### config.mk
export PLATFORM = sky130hd
export DESIGN_NAME = int8_int4_dot_product_accumulator_core
export DESIGN_NICKNAME = d
export VERILOG_FILES = /design/src/rtl/dpacc_pkg.sv /design/src/rtl/dpacc_front.sv /design/src/rtl/dpacc_queue.sv /design/src/rtl/dpacc_back.sv /design/src/rtl/int8_int4_dot_product_accumulator_core.sv
export SDC_FILE = /design/constraint.sdc
export NUM_CORES = 2
export LEC_CHECK = 0
export ABC_AREA = 1
export ABC_CLOCK_PERIOD_IN_PS = 6300
export BUFFER_PORTS_ARGS = -buffer_cell sky130_fd_sc_hd__buf_2
export CELL_PAD_IN_SITES_DETAIL_PLACEMENT = 1
export CELL_PAD_IN_SITES_GLOBAL_PLACEMENT = 1
export CORE_ASPECT_RATIO = 1.25
export CORE_MARGIN = 5
export CORE_UTILIZATION = 49
export CTS_CLUSTER_SIZE = 25
export DETAILED_ROUTE_END_ITERATION = 7
export PLACE_DENSITY_LB_ADDON = 0.1
export SLEW_MARGIN = 10
export SYNTH_ARGS = -nofsm -noshare
export SYNTH_HDL_FRONTEND = slang
export SYNTH_SLANG_ARGS = --single-unit
export TNS_END_PERCENT = 30
### constraint.sdc
create_clock -name i_clk -period 6.3 [get_ports i_clk]
set_input_delay 0.63 -clock i_clk [delete_from_list [all_inputs] [get_ports i_clk]]
set_output_delay 0.63 -clock i_clk [all_outputs]
set_load 0.02 [all_outputs]
### src/rtl/dpacc_pkg.sv
// shared types and constants for the packed int8/int4 dot-product accumulator
// no dependencies
package dpacc_pkg;

    localparam int LANES      = 4;
    localparam int BYTE_W     = 8;
    localparam int NIB_W      = 4;
    localparam int PROD_W     = 16;
    localparam int TERMS      = 2 * LANES;
    localparam int ITEM_SUM_W = PROD_W + $clog2(TERMS);
    localparam int WEIGHT_W   = LANES * BYTE_W;
    localparam int ACT_W      = TERMS * BYTE_W;
    localparam int IN_DATA_W  = WEIGHT_W + ACT_W;
    localparam int ACC_W      = 32;
    localparam int Q_DEPTH    = 4;
    localparam int Q_IDX_W    = $clog2(Q_DEPTH);

    localparam logic MODE_INT8 = 1'b0;
    localparam logic MODE_INT4 = 1'b1;

    typedef struct packed {
        logic signed [ITEM_SUM_W-1:0] sum;
        logic                         last;
    } t_item;

endpackage

### src/rtl/dpacc_front.sv
// front end: accepts input items, forms the lane products and the item sum
// depends on dpacc_pkg
module dpacc_front (
    input  logic                            i_clk,
    input  logic                            i_rst_n,
    input  logic                            i_cfg_we,
    input  logic                            i_cfg_wdata,
    input  logic                            s_axis_tvalid,
    output logic                            s_axis_tready,
    input  logic [dpacc_pkg::IN_DATA_W-1:0] s_axis_tdata,
    input  logic                            s_axis_tlast,
    output logic                            o_push,
    input  logic                            i_full,
    output dpacc_pkg::t_item                o_item
);
    import dpacc_pkg::*;

    logic                     r_mode;
    logic                     r_v1;
    logic                     r_v2;
    logic                     r_last1;
    logic signed [PROD_W-1:0] r_prod [TERMS];
    logic signed [PROD_W-1:0] n_prod [TERMS];
    t_item                    r_item;
    logic signed [ITEM_SUM_W-1:0] n_sum;
    logic                     adv2;
    logic                     adv1;
    logic                     accept;

    assign adv2          = !r_v2 || !i_full;
    assign adv1          = !r_v1 || adv2;
    assign s_axis_tready = adv1;
    assign accept        = s_axis_tvalid && adv1;
    assign o_push        = r_v2 && !i_full;
    assign o_item        = r_item;

    always_comb begin
        logic [BYTE_W-1:0]        w;
        logic signed [BYTE_W-1:0] w_lo;
        logic signed [BYTE_W-1:0] w_hi;
        logic signed [BYTE_W-1:0] a_lo;
        logic signed [BYTE_W-1:0] a_hi;
        for (int i = 0; i < LANES; i++) begin
            w    = s_axis_tdata[i*BYTE_W +: BYTE_W];
            a_lo = s_axis_tdata[WEIGHT_W + i*BYTE_W +: BYTE_W];
            a_hi = s_axis_tdata[WEIGHT_W + (i+LANES)*BYTE_W +: BYTE_W];
            w_hi = {{(BYTE_W-NIB_W){w[BYTE_W-1]}}, w[BYTE_W-1:NIB_W]};
            if (r_mode == MODE_INT4) begin
                w_lo = {{(BYTE_W-NIB_W){w[NIB_W-1]}}, w[NIB_W-1:0]};
                n_prod[i+LANES] = w_hi * a_hi;
            end else begin
                w_lo = w;
                n_prod[i+LANES] = '0;
            end
            n_prod[i] = w_lo * a_lo;
        end
    end

    always_comb begin
        n_sum = '0;
        for (int k = 0; k < TERMS; k++) begin
            n_sum = n_sum + ITEM_SUM_W'(r_prod[k]);
        end
    end

    always_ff @(posedge i_clk) begin
        if (!i_rst_n) begin
            r_mode <= MODE_INT8;
            r_v1   <= 1'b0;
            r_v2   <= 1'b0;
        end else begin
            if (i_cfg_we) begin
                r_mode <= i_cfg_wdata;
            end
            if (adv1) begin
                r_v1 <= s_axis_tvalid;
            end
            if (adv2) begin
                r_v2 <= r_v1;
            end
        end
    end

    always_ff @(posedge i_clk) begin
        if (accept) begin
            r_prod  <= n_prod;
            r_last1 <= s_axis_tlast;
        end
        if (adv2 && r_v1) begin
            r_item.sum  <= n_sum;
            r_item.last <= r_last1;
        end
    end

endmodule

### src/rtl/dpacc_queue.sv
// short item queue between the front end and the accumulator
// depends on dpacc_pkg
module dpacc_queue (
    input  logic             i_clk,
    input  logic             i_rst_n,
    input  logic             i_push,
    input  dpacc_pkg::t_item i_item,
    output logic             o_full,
    input  logic             i_pop,
    output logic             o_empty,
    output dpacc_pkg::t_item o_item
);
    import dpacc_pkg::*;

    t_item              r_mem [Q_DEPTH];
    logic [Q_IDX_W-1:0] r_wr;
    logic [Q_IDX_W-1:0] r_rd;
    logic [Q_IDX_W:0]   r_cnt;
    logic               do_push;
    logic               do_pop;

    assign o_full  = (r_cnt == (Q_IDX_W+1)'(Q_DEPTH));
    assign o_empty = (r_cnt == '0);
    assign o_item  = r_mem[r_rd];
    assign do_push = i_push && !o_full;
    assign do_pop  = i_pop && !o_empty;

    always_ff @(posedge i_clk) begin
        if (!i_rst_n) begin
            r_wr  <= '0;
            r_rd  <= '0;
            r_cnt <= '0;
        end else begin
            if (do_push) begin
                r_wr <= r_wr + 1'b1;
            end
            if (do_pop) begin
                r_rd <= r_rd + 1'b1;
            end
            if (do_push && !do_pop) begin
                r_cnt <= r_cnt + 1'b1;
            end else if (do_pop && !do_push) begin
                r_cnt <= r_cnt - 1'b1;
            end
        end
    end

    always_ff @(posedge i_clk) begin
        if (do_push) begin
            r_mem[r_wr] <= i_item;
        end
    end

endmodule

### src/rtl/dpacc_back.sv
// back end: row accumulator and registered result output
// depends on dpacc_pkg
module dpacc_back (
    input  logic                        i_clk,
    input  logic                        i_rst_n,
    input  logic                        i_empty,
    input  dpacc_pkg::t_item            i_item,
    output logic                        o_pop,
    output logic                        m_axis_tvalid,
    input  logic                        m_axis_tready,
    output logic [dpacc_pkg::ACC_W-1:0] m_axis_tdata
);
    import dpacc_pkg::*;

    logic [ACC_W-1:0] r_acc;
    logic [ACC_W-1:0] r_out;
    logic             r_out_v;
    logic [ACC_W-1:0] n_acc;
    logic             out_free;

    assign out_free      = !r_out_v || m_axis_tready;
    assign o_pop         = !i_empty && (!i_item.last || out_free);
    assign n_acc         = r_acc + ACC_W'(i_item.sum);
    assign m_axis_tvalid = r_out_v;
    assign m_axis_tdata  = r_out;

    always_ff @(posedge i_clk) begin
        if (!i_rst_n) begin
            r_acc   <= '0;
            r_out_v <= 1'b0;
        end else begin
            if (r_out_v && m_axis_tready) begin
                r_out_v <= 1'b0;
            end
            if (o_pop) begin
                if (i_item.last) begin
                    r_acc   <= '0;
                    r_out_v <= 1'b1;
                end else begin
                    r_acc <= n_acc;
                end
            end
        end
    end

    always_ff @(posedge i_clk) begin
        if (o_pop && i_item.last) begin
            r_out <= n_acc;
        end
    end

endmodule

### src/rtl/int8_int4_dot_product_accumulator_core.sv
// top level of the packed int8/int4 dot-product row accumulator
// depends on dpacc_pkg, dpacc_front, dpacc_queue, dpacc_back
//
// usage
// - s_axis carries one item per handshake: four weight bytes and eight
//   signed activation bytes; s_axis_tlast marks the last item of a row
// - m_axis carries one row sum per row, 32-bit wrapping two's complement
// - i_cfg_we/i_cfg_wdata write weight_mode (0 int8, 1 packed int4 pairs)
//   while the block is idle
// - throughput: one item per cycle while no last item waits on a stalled m_axis; the two-stage
//   multiply/add front end and the single accumulator each take one item per cycle
// - path: the last item of a row passes the product registers, the item-sum register, the queue
//   and the output register before its row sum shows on m_axis
// - a four-entry queue parts the front end from the accumulator; when
//   m_axis stalls, non-last items keep draining into the accumulator and
//   s_axis_tready drops only once the queue and front end are full
// - reset clears the accumulator, the queue and the output, and sets
//   weight_mode to int8
module int8_int4_dot_product_accumulator_core (
    input  logic        i_clk,
    input  logic        i_rst_n,
    input  logic        i_cfg_we,
    input  logic        i_cfg_wdata,
    input  logic        s_axis_tvalid,
    output logic        s_axis_tready,
    input  logic [95:0] s_axis_tdata,   // weight_bytes [31:0], act_bytes [95:32]
    input  logic        s_axis_tlast,   // row_last
    output logic        m_axis_tvalid,
    input  logic        m_axis_tready,
    output logic [31:0] m_axis_tdata    // row_sum [31:0]
);
    import dpacc_pkg::*;

    t_item f_item;
    t_item q_item;
    logic  push;
    logic  full;
    logic  pop;
    logic  empty;

    dpacc_front u_front (
        .i_clk         (i_clk),
        .i_rst_n       (i_rst_n),
        .i_cfg_we      (i_cfg_we),
        .i_cfg_wdata   (i_cfg_wdata),
        .s_axis_tvalid (s_axis_tvalid),
        .s_axis_tready (s_axis_tready),
        .s_axis_tdata  (s_axis_tdata),
        .s_axis_tlast  (s_axis_tlast),
        .o_push        (push),
        .i_full        (full),
        .o_item        (f_item)
    );

    dpacc_queue u_queue (
        .i_clk   (i_clk),
        .i_rst_n (i_rst_n),
        .i_push  (push),
        .i_item  (f_item),
        .o_full  (full),
        .i_pop   (pop),
        .o_empty (empty),
        .o_item  (q_item)
    );

    dpacc_back u_back (
        .i_clk         (i_clk),
        .i_rst_n       (i_rst_n),
        .i_empty       (empty),
        .i_item        (q_item),
        .o_pop         (pop),
        .m_axis_tvalid (m_axis_tvalid),
        .m_axis_tready (m_axis_tready),
        .m_axis_tdata  (m_axis_tdata)
    );

endmodule
## Word level (Yosys, flattened, before mapping)

Memory sizes are Yosys's and may differ from the RTL's. A register that Yosys moved wholly into a read port is not among the register bits.
Index checks and enable logic that the tools add are counted.

- Register bits: 208
- RAM bits: 80
- Input port bits: 103
- Output and inout bits: 34
- Word-level logic and storage cells: 80
- Memories kept: 1

Memories:

| name | words | width | rd ports | clocked after memory_dff | write ports | line | text |
|---|---|---|---|---|---|---|---|
| u_queue.r_mem | 4 | 20 | 1 | 1 | 1 | dpacc_queue.sv:15 | `t_item r_mem [Q_DEPTH];` |

- Add/subtract/negate cells: 12
- Multipliers: 8
- Equality and inequality tests: 1
- Multiplexer cells: 14
- Reduce and logical (&&, ||, !) cells: 24

Operators with widths:

| kind | number |
|---|---|
| 19-bit by 12-bit adder with 19-bit output | 4 |
| 8-bit by 8-bit multiplier with 16-bit output | 4 |
| 4-bit by 8-bit multiplier with 12-bit output | 4 |
| 32-bit adder | 1 |
| 32-bit 2-to-1 mux | 1 |
| 8-bit 2-to-1 mux | 4 |
| 19-bit by 16-bit adder with 19-bit output | 1 |
| 17-bit by 16-bit adder with 18-bit output | 1 |
| 16-bit by 16-bit adder with 17-bit output | 1 |
| 1-bit logical AND | 10 |
| 1-bit zero test | 8 |
| 3-bit 2-to-1 mux | 2 |
| 1-bit 2-to-1 mux | 5 |
| 2-bit by 1-bit adder with 2-bit output, second input constant | 2 |
| 1-bit logical OR | 4 |
| 2-bit 2-to-1 mux | 2 |
| 3-bit by 1-bit adder with 3-bit output, second input constant | 1 |
| 3-bit equality test, second input constant | 1 |
| 3-bit zero test | 1 |
| 3-bit by 1-bit subtractor with 3-bit output, second input constant | 1 |
| 2-bit nonzero test | 1 |

## Logic depth before layout (Yosys ltp)

- Depth in word-level cells: 8
- Depth in mapped cells: 26
- Mapped depth without buffers: 26

## Cells and area by module

Synthesis repeated with hierarchy kept, for this count alone.

- Cells, all modules: 3726
- Area total of the unflattened synthesis: 31164.9 um^2

Modules (own cells, without submodules):

| module | instances | cells an instance | area each (um^2) | seq. area each (um^2) |
|---|---|---|---|---|
| dpacc_front | 1 | 2780 | 23188.5 | 4053.9 |
| dpacc_back | 1 | 682 | 4538.1 | 1621.6 |
| dpacc_queue | 1 | 264 | 3438.3 | 2582.5 |

## Least setup slack after synthesis

OpenSTA, ideal clock, no wires.

- Path kind: register to register
- From: reg u_front.r_prod[81] (netlist name)
- To: reg u_front.r_item (netlist bit u_front.o_item[19]), data pin
- Setup time: 0.252 ns
- Arrival time: 4.886 ns
- Required time: 6.048 ns
- Slack: 1.162 ns
- Cell stages (with the launch flop): 25
- Path buffers: 0
- Period minus slack after synthesis: 5.138 ns
- Cells stage by stage: edfxtp_1 inv_1 fa_1 inv_1 ha_1 fa_1 nand3_1 nand2_1 a21oi_1 o21ai_2 nand2_1 nand2_1 xor2_1 fa_1 inv_1 fa_1 inv_1 fa_1 ha_1 a21oi_1 o21ai_0 a221oi_1 nand2_1 nand2_1 nand2_1

- Word-level cells in the longest chain between the ends: 6

Ends and longest elaborated chain:

| element | line | text |
|---|---|---|
| from (decl) | dpacc_front.sv:22 | `logic signed [PROD_W-1:0] r_prod [TERMS];` |
| from (signal assigned) | dpacc_front.sv:86 | `r_prod <= n_prod;` |
| 17-bit by 16-bit adder with 18-bit output | dpacc_front.sv:62 | `n_sum = n_sum + ITEM_SUM_W'(r_prod[k]);` |
| 19-bit by 16-bit adder with 19-bit output | dpacc_front.sv:62 |  |
| 19-bit by 12-bit adder with 19-bit output (4 in series) | dpacc_front.sv:62 |  |
| named net u_front.n_sum[18] | dpacc_front.sv:25 | `logic signed [ITEM_SUM_W-1:0] n_sum;` |
| to (decl) | dpacc_front.sv:24 | `t_item r_item;` |

The timed path passes the listed nets, and every way through them passes these cells.
A chain may end at the register's enable or synchronous reset.

## Final worst setup path

Same ends and word-level chain as after synthesis.

==> qor.txt <==
Share of layout cells above drive strength 1 = 0.07318
DP Worst Slack = 686.3 ps
Non-filler instance count after layout = 4,420
Number of global-route vias before repair = 25,500
Tmin final = 5674 ps
Cts hold-fix bufs = 0
CP arrival = 6020 ps
Achievable Freq = 0.1762 GHz
Drt total wl = 78,750 um
Die Span X = 232.1 um
Final Skew = 16.25 ps
GPL Wtd Cong = 0.9070
TNS Setup = 0 ps
Root Driver = clkbuf_16
IO Count = 137
Placed cells = 4,362
Initial DRC Count = 713
Total GRT Usage = 0.2406
Final period util = 0.9007
Resize count post-CTS = 0
Routed Antenna Nets = 0
Initial antenna violation count = 3
Primary FF master, synth = edfxtp_1
WS Path Type = reg -> reg
I/O Buffers = 136
Setup WS post-layout = 625.8 ps
FP Rows = 101
Register area share after synthesis = 0.2734
First-pass GRT wire length = 129,300 um
Largest net degree at the start of global routing = 69
Mapped Cells = 3,452
Drt wl/cell = 17.82 um
Fin. max-slew vios = 0
CP max FO = 4
Detail Placement HPWL = 66,660 um
Filler cells = 7,225
Syn nets = 4,196
Drc violations = 0
Slew headroom = 0.1954
Max-cap check violation count = 0
TritonCTS buffer count = 30
Synth unique cells = 43
Hold/Removal Path Class = in -> reg
Vias per cell = 5.078
Run status = completed
Mapped cell area = 0.03020 mm^2
Initial core utilization = 0.4958
Worst path required time = 6650 ps
CTS H-Tree Depth = 1
EDFF count, synth = 245
Count of final setup violators = 0
Core footprint = 0.06091 mm^2
Critical Path End Type = flip-flop
Nets = 4,314
Final core occ = 0.5395
Pre-antenna DRT Iters = 5
Async set-reset flop share out of synthesis = 0
Total number of vias = 22,440
Worst Tran Pin Value = 1207 ps
Chip Height = 287.6 um
Area grow syn2layout = 8.799%
Clock-pin slew on the worst setup and hold paths = 60 ps
Clock latency at the later pin of the worst-skew pair = 600 ps
Hold Vio Cnt, Final = 0
Avg Cell Area, Syn = 8.749 um^2
CP startpoint kind = flip-flop
RSZ-0062 raised after global routing = false
Post-CTS Setup Inserts = 0
Clock tree buffer depth = 3
Sink Count = 290
Grt ovf = 0
DIE AREA = 0.06673 mm^2
Yosys Warn Count = 0
#FFs+latches synth = 290
TritonCTS clock tree = done
[flip-flops by register name, summed over array words and instances (netlist names), 2 cells and up, named ones only]
signal               cells
u_queue.r_cnt            3
u_back.m_axis_tdata     32
u_queue.r_rd             2
u_queue.r_wr             2
u_front.r_prod         112
u_back.r_acc            32
u_queue.r_mem           80
u_front.o_item          20
[worst max-delay path: stages (launching register included)]
cell	delay [ps]
edfxtp_1	330
inv_1	60
fa_1	530
inv_1	50
ha_1	230
fa_1	470
nand3_1	90
nand2_1	90
a21oi_1	290
o21ai_2	130
nand2_1	100
nand2_1	60
xor2_1	170
fa_1	490
inv_1	50
fa_1	480
inv_1	50
fa_1	440
ha_1	350
a21oi_1	250
o21ai_0	150
a221oi_1	370
nand2_1	90
nand2_1	70
nand2_1	50
[per-stage QoR]
step | hold WS (ps) | cell area [um^2]
after floorplan | 400.3 | 30200
after global placement | 404.6 | 31770
after detailed placement | 406.3 | 31770
after CTS | 293.5 | 32850
after global routing | 278.9 | 32850
final | 312.6 | 32860
[cells in the mapped netlist (5+ instances only)]
cell      instances  area (um^2)
nand3b_1          7        52.55
nand3_1          75        375.4
nand2_1         737         2766
nor3_1           17        85.08
o211ai_1         10        75.07
ha_1            265         3316
dfxtp_1          45        900.9
and2_1           17        106.4
o22ai_1          18        112.6
edfxtp_1        245         7357
nand4_1          11        68.82
or2_2            28        175.2
a21o_1            6        45.04
nor2_1          205        769.5
xnor2_1          49        429.2
inv_1           845         3172
xor2_1           77        674.4
o21bai_1         10        75.07
o21ai_0         101        505.5
nand2_2           6        37.54
clkbuf_1         56        210.2
a21oi_1         196        980.9
fa_1            376         7527
buf_2             5        25.02
buf_4             5        37.54
[logic make-up after synthesis]
logic type,after synthesis,share of synthesized area
AOI/OAI and AO/OA,364,0.06583
xor gates and xnor gates,129,0.03816
adders and majority gates,641,0.3590
buffers and inverters,916,0.1147
DFF,290,0.2734
and+or+nand+nor,1112,0.1489
[final cells by class]
type / instances / area, um^2 / area share
tap: 824 / 1031 / 0.03138
clock buffer: 35 / 810.8 / 0.02467
antenna: 2 / 5.005 / 0.0001523
multi-input combinational: 2246 / 18480 / 0.5625
inverter: 849 / 3189 / 0.09706
clock inverter: 21 / 271.5 / 0.008263
timing repair buffer: 153 / 808.3 / 0.02460
sequential: 290 / 8259 / 0.2514
[placed cells by master, fill, tap and decap left out, types with 10 or more instances in the layout]
cell / Yosys / layout
a21oi_1: 196 / 196
dfxtp_1: 45 / 44
edfxtp_1: 245 / 245
o211ai_1: 10 / 10
nor3_1: 17 / 17
or2_2: 28 / 28
ha_1: 265 / 265
nor2_1: 205 / 205
xor2_1: 77 / 77
nand3_1: 75 / 75
o21bai_1: 10 / 10
clkbuf_16: 0 / 31
o21ai_0: 101 / 101
buf_4: 5 / 17
xnor2_1: 49 / 49
buf_2: 5 / 136
inv_1: 845 / 844
nand2_1: 737 / 737
fa_1: 376 / 376
and2_1: 17 / 17
o22ai_1: 18 / 18
nand4_1: 11 / 11
[worst paths after layout]
check	startpoint	end	slack [ps]	depth (start not counted)
max	u_front.r_prod[81]	u_front.o_item[19]	630	24
min	s_axis_tlast	u_front.r_last1	310	1
max reg2reg	u_front.r_prod[81]	u_front.o_item[19]	630	24
min reg2reg	u_front.r_last1	u_front.o_item[0]	420	0
[routing by layer]
layer / global-route usage / wire length, um / vias to the layer above
met1: 0.2760 / 30950 / 11150
met5: 0 / 0 / -
met2: 0.4705 / 42990 / 355
met4: 0.07210 / 2529 / 0
met3: 0.02190 / 2279 / 133
li1: - / - / 10800
Power is left out: the tool's default activity adds up to more than one toggle a clock period on the data nets, which glitch-free logic cannot reach.
